<file path="src/ssbb_pkg.sv">
package ssbb_pkg;

  // request kinds carried in s_axis_tuser
  typedef enum logic [1:0] {
    REQ_CS    = 2'd0,
    REQ_EDGE  = 2'd1,
    REQ_WRITE = 2'd2,
    REQ_READ  = 2'd3
  } req_e;

  localparam int unsigned GreetLen = 23;
  localparam int unsigned SlotW    = 5;
  localparam int unsigned ByteW    = 8;
  localparam logic [2:0]  LastBit  = 3'd7;

  // power-up transmit contents: "Response from SPI Slave"
  localparam logic [7:0] GREETING [GreetLen] = '{
    8'h52, 8'h65, 8'h73, 8'h70, 8'h6f, 8'h6e, 8'h73, 8'h65,
    8'h20, 8'h66, 8'h72, 8'h6f, 8'h6d, 8'h20, 8'h53, 8'h50,
    8'h49, 8'h20, 8'h53, 8'h6c, 8'h61, 8'h76, 8'h65
  };

  // greeting byte at a position, zero padded
  function automatic logic [7:0] tx_init(input int unsigned idx);
    logic [7:0] val;
    val = 8'h00;
    if (idx < GreetLen) begin
      val = GREETING[idx];
    end
    return val;
  endfunction

  // one result word
  typedef struct packed {
    logic [ByteW-1:0] read_data;
    logic             data_ready;
    logic             busy_res;
    logic [SlotW-1:0] byte_pos;
    logic [ByteW-1:0] rx_byte;
    logic             miso_val;
    logic             byte_done;
  } result_t;

endpackage

</file>
<file path="src/spi_slave_byte_buffer_core.sv">
// SPI slave shift register with receive and transmit byte stores, MSB first.
// Each input word is one event: a chip select change, a falling SPI clock edge
// (MOSI sampled, MISO driven from the transmit store), a transmit store write
// or a receive store read. Every word yields exactly one result word. A word
// is taken when the output register is free or its word leaves. Its whole
// effect is computed combinationally from the block state and lands in a single
// output register, so the throughput is one word per clock while results drain.
// The stores are flip-flop arrays of min(BUFFER_BYTES, 32) bytes, the reach of
// the 5-bit slot field; they are loaded at reset (receive all zero, transmit
// with "Response from SPI Slave"), so there is no clearing pass. On the input,
// tuser carries the request kind and tlast the clear-ready flag of a read.
module spi_slave_byte_buffer_core #(
  parameter int unsigned BUFFER_BYTES = 32
) (
  input  logic        clk_i,
  input  logic        rst_ni,
  input  logic        s_axis_tvalid_i,
  output logic        s_axis_tready_o,
  // cs_level[0], mosi_val[1], slot[6:2], wdata[14:7], zero[15]
  input  logic [15:0] s_axis_tdata_i,
  // req_type[1:0]
  input  logic [1:0]  s_axis_tuser_i,
  // clear_ready
  input  logic        s_axis_tlast_i,
  output logic        m_axis_tvalid_o,
  input  logic        m_axis_tready_i,
  // miso_val[0], rx_byte[8:1], byte_pos[13:9], busy_res[14], data_ready[15],
  // read_data[23:16]
  output logic [23:0] m_axis_tdata_o,
  // byte_done[0]
  output logic        m_axis_tuser_o
);
  import ssbb_pkg::*;

  localparam int unsigned Depth = (BUFFER_BYTES < 32) ? BUFFER_BYTES : 32;
  localparam int unsigned IdxW  = (Depth > 1) ? $clog2(Depth) : 1;
  localparam int unsigned CntW  = $clog2(BUFFER_BYTES + 1);

  // input word fields
  req_e             req;
  logic             cs_level;
  logic             mosi_val;
  logic [SlotW-1:0] slot;
  logic [ByteW-1:0] wdata;
  logic             clear_ready;
  logic             in_fire;

  assign req         = req_e'(s_axis_tuser_i);
  assign cs_level    = s_axis_tdata_i[0];
  assign mosi_val    = s_axis_tdata_i[1];
  assign slot        = s_axis_tdata_i[6:2];
  assign wdata       = s_axis_tdata_i[14:7];
  assign clear_ready = s_axis_tlast_i;
  assign in_fire     = s_axis_tvalid_i && s_axis_tready_o;

  // block state
  logic            active_q, active_d;
  logic [2:0]      bit_cnt_q, bit_cnt_d;
  logic [CntW-1:0] byte_cnt_q, byte_cnt_d;
  logic [7:0]      acc_q, acc_d;
  logic            ready_q, ready_d;
  logic            miso_q, miso_d;
  logic [7:0]      rx_mem_q [Depth];
  logic [7:0]      tx_mem_q [Depth];

  logic            busy;
  logic            cnt_in_mem;
  logic            slot_ok;
  logic [7:0]      tx_byte;
  logic [7:0]      acc_shift;
  logic            rx_we, tx_we;
  result_t         res;

  assign busy       = active_q && (32'(byte_cnt_q) < BUFFER_BYTES);
  assign cnt_in_mem = 32'(byte_cnt_q) < Depth;
  assign slot_ok    = 32'(slot) < BUFFER_BYTES;
  assign tx_byte    = cnt_in_mem ? tx_mem_q[byte_cnt_q[IdxW-1:0]] : 8'h00;
  assign acc_shift  = {acc_q[6:0], mosi_val};

  // per-word state update and result
  always_comb begin
    active_d      = active_q;
    bit_cnt_d     = bit_cnt_q;
    byte_cnt_d    = byte_cnt_q;
    acc_d         = acc_q;
    ready_d       = ready_q;
    miso_d        = miso_q;
    rx_we         = 1'b0;
    tx_we         = 1'b0;
    res           = '0;
    case (req)
      REQ_CS: begin
        if (!cs_level) begin
          active_d   = 1'b1;
          bit_cnt_d  = '0;
          byte_cnt_d = '0;
          acc_d      = '0;
        end else if (active_q) begin
          active_d = 1'b0;
          ready_d  = 1'b1;
        end
      end
      REQ_EDGE: begin
        if (busy) begin
          acc_d  = acc_shift;
          miso_d = tx_byte[3'(LastBit - bit_cnt_q)];
          if (bit_cnt_q == LastBit) begin
            rx_we         = cnt_in_mem;
            res.byte_done = 1'b1;
            res.rx_byte   = acc_shift;
            res.byte_pos  = SlotW'(byte_cnt_q);
            acc_d         = '0;
            bit_cnt_d     = '0;
            byte_cnt_d    = byte_cnt_q + 1'b1;
            if (32'(byte_cnt_d) >= BUFFER_BYTES) begin
              ready_d = 1'b1;
            end
          end else begin
            bit_cnt_d = bit_cnt_q + 3'd1;
          end
        end
      end
      REQ_WRITE: begin
        tx_we = slot_ok;
      end
      REQ_READ: begin
        if (ready_q) begin
          if (slot_ok) begin
            res.read_data = rx_mem_q[slot[IdxW-1:0]];
          end
          if (clear_ready) begin
            ready_d = 1'b0;
          end
        end
      end
      default: begin
      end
    endcase
    res.miso_val   = miso_d;
    res.busy_res   = active_d && (32'(byte_cnt_d) < BUFFER_BYTES);
    res.data_ready = ready_d;
  end

  // control state
  always_ff @(posedge clk_i or negedge rst_ni) begin
    if (!rst_ni) begin
      active_q   <= 1'b0;
      bit_cnt_q  <= '0;
      byte_cnt_q <= '0;
      acc_q      <= '0;
      ready_q    <= 1'b0;
      miso_q     <= 1'b0;
    end else if (in_fire) begin
      active_q   <= active_d;
      bit_cnt_q  <= bit_cnt_d;
      byte_cnt_q <= byte_cnt_d;
      acc_q      <= acc_d;
      ready_q    <= ready_d;
      miso_q     <= miso_d;
    end
  end

  // byte stores, loaded with their power-up contents at reset
  always_ff @(posedge clk_i or negedge rst_ni) begin
    if (!rst_ni) begin
      for (int unsigned i = 0; i < Depth; i++) begin
        rx_mem_q[i] <= 8'h00;
        tx_mem_q[i] <= tx_init(i);
      end
    end else if (in_fire) begin
      if (rx_we) begin
        rx_mem_q[byte_cnt_q[IdxW-1:0]] <= acc_shift;
      end
      if (tx_we) begin
        tx_mem_q[slot[IdxW-1:0]] <= wdata;
      end
    end
  end

  // output register
  ssbb_obuf u_obuf (
    .clk_i           (clk_i),
    .rst_ni          (rst_ni),
    .load_i          (in_fire),
    .res_i           (res),
    .ready_o         (s_axis_tready_o),
    .m_axis_tvalid_o (m_axis_tvalid_o),
    .m_axis_tready_i (m_axis_tready_i),
    .m_axis_tdata_o  (m_axis_tdata_o),
    .m_axis_tuser_o  (m_axis_tuser_o)
  );

  // byte counter never passes BUFFER_BYTES
  a_cnt_range: assert property (@(posedge clk_i) disable iff (!rst_ni)
    32'(byte_cnt_q) <= BUFFER_BYTES)
    else $error("byte counter beyond store size");

  // eighth bit of a busy transfer reports a finished byte
  a_byte_done: assert property (@(posedge clk_i) disable iff (!rst_ni)
    in_fire && req == REQ_EDGE && busy && bit_cnt_q == LastBit |=> m_axis_tuser_o)
    else $error("completed byte not flagged");

  // chip select low restarts the transfer
  a_cs_start: assert property (@(posedge clk_i) disable iff (!rst_ni)
    in_fire && req == REQ_CS && !cs_level
    |=> active_q && bit_cnt_q == '0 && byte_cnt_q == '0 && acc_q == '0)
    else $error("transfer not restarted");

  // reads without data ready return zero
  a_read_zero: assert property (@(posedge clk_i) disable iff (!rst_ni)
    in_fire && req == REQ_READ && !ready_q |=> m_axis_tdata_o[23:16] == 8'h00)
    else $error("read data without data ready");

endmodule

</file>
<file path="src/ssbb_obuf.sv">
module ssbb_obuf (
  input  logic             clk_i,
  input  logic             rst_ni,
  input  logic             load_i,
  input  ssbb_pkg::result_t res_i,
  output logic             ready_o,
  output logic             m_axis_tvalid_o,
  input  logic             m_axis_tready_i,
  // miso_val[0], rx_byte[8:1], byte_pos[13:9], busy_res[14], data_ready[15],
  // read_data[23:16]
  output logic [23:0]      m_axis_tdata_o,
  // byte_done[0]
  output logic             m_axis_tuser_o
);
  import ssbb_pkg::*;

  logic    valid_q, valid_d;
  result_t res_q;

  // take a new word when empty or when the held word leaves this cycle
  assign ready_o = !valid_q || m_axis_tready_i;

  always_comb begin
    valid_d = valid_q;
    if (load_i) begin
      valid_d = 1'b1;
    end else if (m_axis_tready_i) begin
      valid_d = 1'b0;
    end
  end

  always_ff @(posedge clk_i or negedge rst_ni) begin
    if (!rst_ni) begin
      valid_q <= 1'b0;
    end else begin
      valid_q <= valid_d;
    end
  end

  // payload register
  always_ff @(posedge clk_i) begin
    if (load_i) begin
      res_q <= res_i;
    end
  end

  assign m_axis_tvalid_o = valid_q;
  assign m_axis_tuser_o  = res_q.byte_done;
  assign m_axis_tdata_o  = {res_q.read_data, res_q.data_ready, res_q.busy_res,
                            res_q.byte_pos, res_q.rx_byte, res_q.miso_val};

endmodule

</file>
<file path="config.mk">
export PLATFORM = sky130hd
export DESIGN_NAME = spi_slave_byte_buffer_core
export DESIGN_NICKNAME = d
export VERILOG_FILES = /design/src/ssbb_pkg.sv /design/src/spi_slave_byte_buffer_core.sv /design/src/ssbb_obuf.sv
export SDC_FILE = /design/constraint.sdc
export NUM_CORES = 1
export LEC_CHECK = 0
export ABC_AREA = 1
export BUFFER_PORTS_ARGS = -buffer_cell sky130_fd_sc_hd__buf_2
export CAP_MARGIN = 10
export CORE_MARGIN = 5
export CORE_UTILIZATION = 60
export DETAILED_ROUTE_END_ITERATION = 10
export PLACE_DENSITY_LB_ADDON = 0.12
export SYNTH_ARGS = -nofsm -noshare
export SYNTH_HDL_FRONTEND = slang
export SYNTH_SLANG_ARGS = --single-unit
</file>
<file path="constraint.sdc">
create_clock -name clk_i -period 2.76 [get_ports clk_i]
set_input_delay 0.69 -clock clk_i [delete_from_list [all_inputs] [get_ports clk_i]]
set_output_delay 0.69 -clock clk_i [all_outputs]
set_load 0.005 [all_outputs]
</file>
==> results.toml <==
[outcome]
outcome = "finished clean"

[critical_path]
crit_fanout = 33
crit_start = "byte_cnt_q[0]$_DFFE_PN0P_"
slowest_delay_ns = 0.54
reg2reg_to = "u_obuf.m_axis_tdata_o[0]$_DFFE_PP_"
crit_type = "flip-flop to flip-flop"
rr_worst_depth = 11
worst_ep_required_time_ns = 3.13
cpMostUsedCell = "nand3_1"
r2r-start = "byte_cnt_q[0]$_DFFE_PN0P_"
cp-start-kind = "flip-flop"
critPathArrivalTime_ns = 2.82
r2r_slack_ns = 0.30
crit_chain = "buf_4 -> nor2_1 -> nor2_1 -> o21ai_0 -> a21boi_0 -> nor2_1 -> nand3_1 -> nand3_1 -> nand3_1 -> nand3_1 -> nand2_1"
endpoint_kind = "flip-flop"
crit_end = "u_obuf.m_axis_tdata_o[0]$_DFFE_PP_"
slowest_stage = "dfrtp_4"

[grt]
grt_usage_pct = 29.6
grt_start_max_net_pins = 89
grt_pass1_wl_mm = 112
overflow = 0
antenna_found_initial = 1
first_global_vias = 20419

[yosys]
synth.largest_area_cell = "dfrtp_1"
synth_seq_cells = 557
synthTopCellsByArea = "dfrtp_1 (44%), nand2_1 (13%), o21ai_0 (9.3%)"
synth_ff_type = "dfrtp_1"
yosysSeqAreaShare_pct = 55.3
synth_edf_count = 25
syn_avg_cell_area_um2 = 8.57
synth_area_um2 = 25600
synthCells = 2990
synthArstFlopShare_pct = 95.5
yosys_warnings = 0
synth.net_count = 3019
synth_top_area_share_pct = 43.6
synth.distinct_cells = 36

[layout]
finish.utilization_pct = 66.9
drive_gt1_share_pct = 12.5
syn2layout_area_growth_pct = 10.0
fin_nets = 3009

[power]
pwr-share-comb_pct = 13.4
p_int_uw = 13700
switching_power_uw = 5060
p_leak_uw = 0.0130
pwr-share-clk_pct = 39.6
seq_power_share_pct = 47.0
power.ir.vdd_worst_v = 0.000454
netSwitchingFraction_pct = 27.0
cellPowerDensity_nw_per_um2 = 664

[clock_tree]
clockRootBuffer = "clkbuf_16"
post_cts_buffers = 0
clock_latency_ns = 0.62
path_clk_slew_ns = 0.06
numClockSinks = 557
cts_tree = "yes"
ctsResizeCount = 0
cts_buffer_depth = 3
cts_buffers = 56
cts_htree_levels = 2

[sta]
period_share_pct = 89.0
max_freq_ghz = 0.407
maxSlewHeadroom_pct = 32.8
period_needed_ns = 2.46
tns_ns = 0
hold_viol = 0
finClkSkew_ns = 0.0219
finalSetupViolCount = 0
slew_violations = 0
rsz0062_at_grt = "no"
tightestPinTransition_ns = 1.01

[floorplanning]
die_h_um = 217
die-area_um2 = 46900
fp.dieW_um = 217
core_um2 = 42100
ios = 50
start_util_pct = 60.8
rows = 75

[run]
max_cap_violations = 0

[route]
drt_iter0_drc = 2258
dr.pass1.iters = 6
viasPerCell = 5.90
wl_per_cell_um = 19.3
wl_mm = 69.0
route.detailed.drc = 0
ant_nets = 0
num_vias = 21063

[worst_hold_path]
hp-class = "primary input to flip-flop"

[placement]
dpl.hpwl_mm = 43.3
port_buffers = 48
gp_congestion = 0.882
-- Yosys cell counts, types with 2 or more instances --
cell and count:
a211oi_1 2, a21boi_0 2, a21oi_1 26, a22o_1 19
a22oi_1 64, a31oi_1 14, buf_1 2, buf_2 56
buf_6 32, clkbuf_1 121, dfrtp_1 446, dfstp_2 86
edfxtp_1 25, ha_1 6, inv_1 111, inv_2 7
nand2_1 891, nand2_2 4, nand2_4 32, nand3_1 259
nor2_1 157, nor2_2 2, nor2_8 5, nor3_1 13
nor3_2 5, nor3_4 3, o21ai_0 477, o21ai_1 115
-- cell usage in the layout (no fill, tap or decap), types with 2 or more instances in the layout --
cell type and count:
clkbuf_8 15, inv_6 2, a31oi_1 14, buf_4 78, edfxtp_1 25, nand2_1 891, inv_2 7, dfstp_2 86
clkinv_2 7, nand3_1 259, a21boi_0 2, a21oi_1 26, nor3_2 7, dfrtp_1 444, a211oi_1 2, nor2_8 5
nand2_4 32, nor3_1 11, clkbuf_16 58, nor3_4 3, o21ai_0 477, nor2_1 157, inv_1 109, o21ai_1 115
nand2_2 4, a22oi_1 64, clkbuf_1 26, nor2_2 2, buf_12 18, buf_2 47, ha_1 6, a22o_1 19
-- flip-flops by register name, summed over array words and instances (netlist names) --
signal                  flops
active_q                    1
u_obuf.m_axis_tdata_o      24
rx_mem_q                  256
byte_cnt_q                  6
ready_q                     1
miso_q                      1
acc_q                       7
bit_cnt_q                   3
tx_mem_q                  256
u_obuf.m_axis_tvalid_o      1
u_obuf.m_axis_tuser_o       1
-- per-layer routing --
metal / GRT usage, % / up-vias / wire, um
met1: 40.6 / 10262 / 29000
met2: 49.0 / 783 / 33100
met4: 10.0 / 0 / 2300
met5: 0 / - / 0
li1: - / 9880 / -
met3: 4.35 / 138 / 4540
-- worst max-delay path, delay by kind of cell (launching register included) --
family | cells | cell delay (ns)
simple gates | 8 | 1.09
buf+inv | 1 | 0.27
compound gates | 2 | 0.27
flops | 1 | 0.54
-- per-stage QoR --
step	std cells	cell area, um2	setup slack (ns)	power [uW]	hold slack (ns)
floorplan	2990	25600	0.619	10500	0.394
global placement	3460	26400	0.143	11400	0.460
detailed placement	3460	26400	0.117	11400	0.469
CTS	3567	28200	0.397	18800	0.308
global route	3568	28200	0.250	19600	0.329
finish	3568	28200	0.304	18700	0.334
-- cell type report --
type,count,area (um2)
antenna,1,2.50
tap,539,674
clock buffer,99,1760
sequential,557,14200
fill,3460,13900
timing repair buffer,145,1210
clock inverter,7,42.5
inverter,118,445
multi-input combinational,2102,9900
-- worst min path at each step --
stage / start / endpoint / slack [ns] / cells past startpoint
floorplan: rst_ni / acc_q[0]$_DFFE_PN0P_ / 0.39 / 0
global placement: tx_mem_q[112]$_DFFE_PN0P_ / tx_mem_q[112]$_DFFE_PN0P_ / 0.46 / 2
detailed placement: tx_mem_q[70]$_DFFE_PN0P_ / tx_mem_q[70]$_DFFE_PN0P_ / 0.47 / 2
CTS: m_axis_tready_i / u_obuf.m_axis_tvalid_o$_DFFE_PN0P_ / 0.31 / 4
global route: m_axis_tready_i / u_obuf.m_axis_tvalid_o$_DFFE_PN0P_ / 0.33 / 4
finish: m_axis_tready_i / u_obuf.m_axis_tvalid_o$_DFFE_PN0P_ / 0.33 / 4
-- logic make-up after synthesis --
logic type	count (synthesis)	synth area share (%)
AND/OR/NAND/NOR	1375	23.2
flip-flops	557	55.3
adder cells (fa/ha/maj)	6	0.293
buffers and inverters	331	6.11
AO/OA/AOI/OAI	721	15.1
-- power by group through the flow --
stage | clock network, uW | registers [uW] | logic (uW)
3_5_place_dp | 0 | 8940 | 2480
3_3_place_gp | 0 | 8930 | 2430
5_1_grt | 7920 | 8840 | 2830
4_1_cts | 7530 | 8800 | 2500
6_report | 7420 | 8810 | 2500
2_1_floorplan | 0 | 8890 | 1640
-- timing repair --
action / in CTS / in global routing
setup endpoints to repair: 0 / 0
endpoints found under the hold margin: 35 / 0
hold buffers: 1 / 0
(Power assumes the default switching activity.)
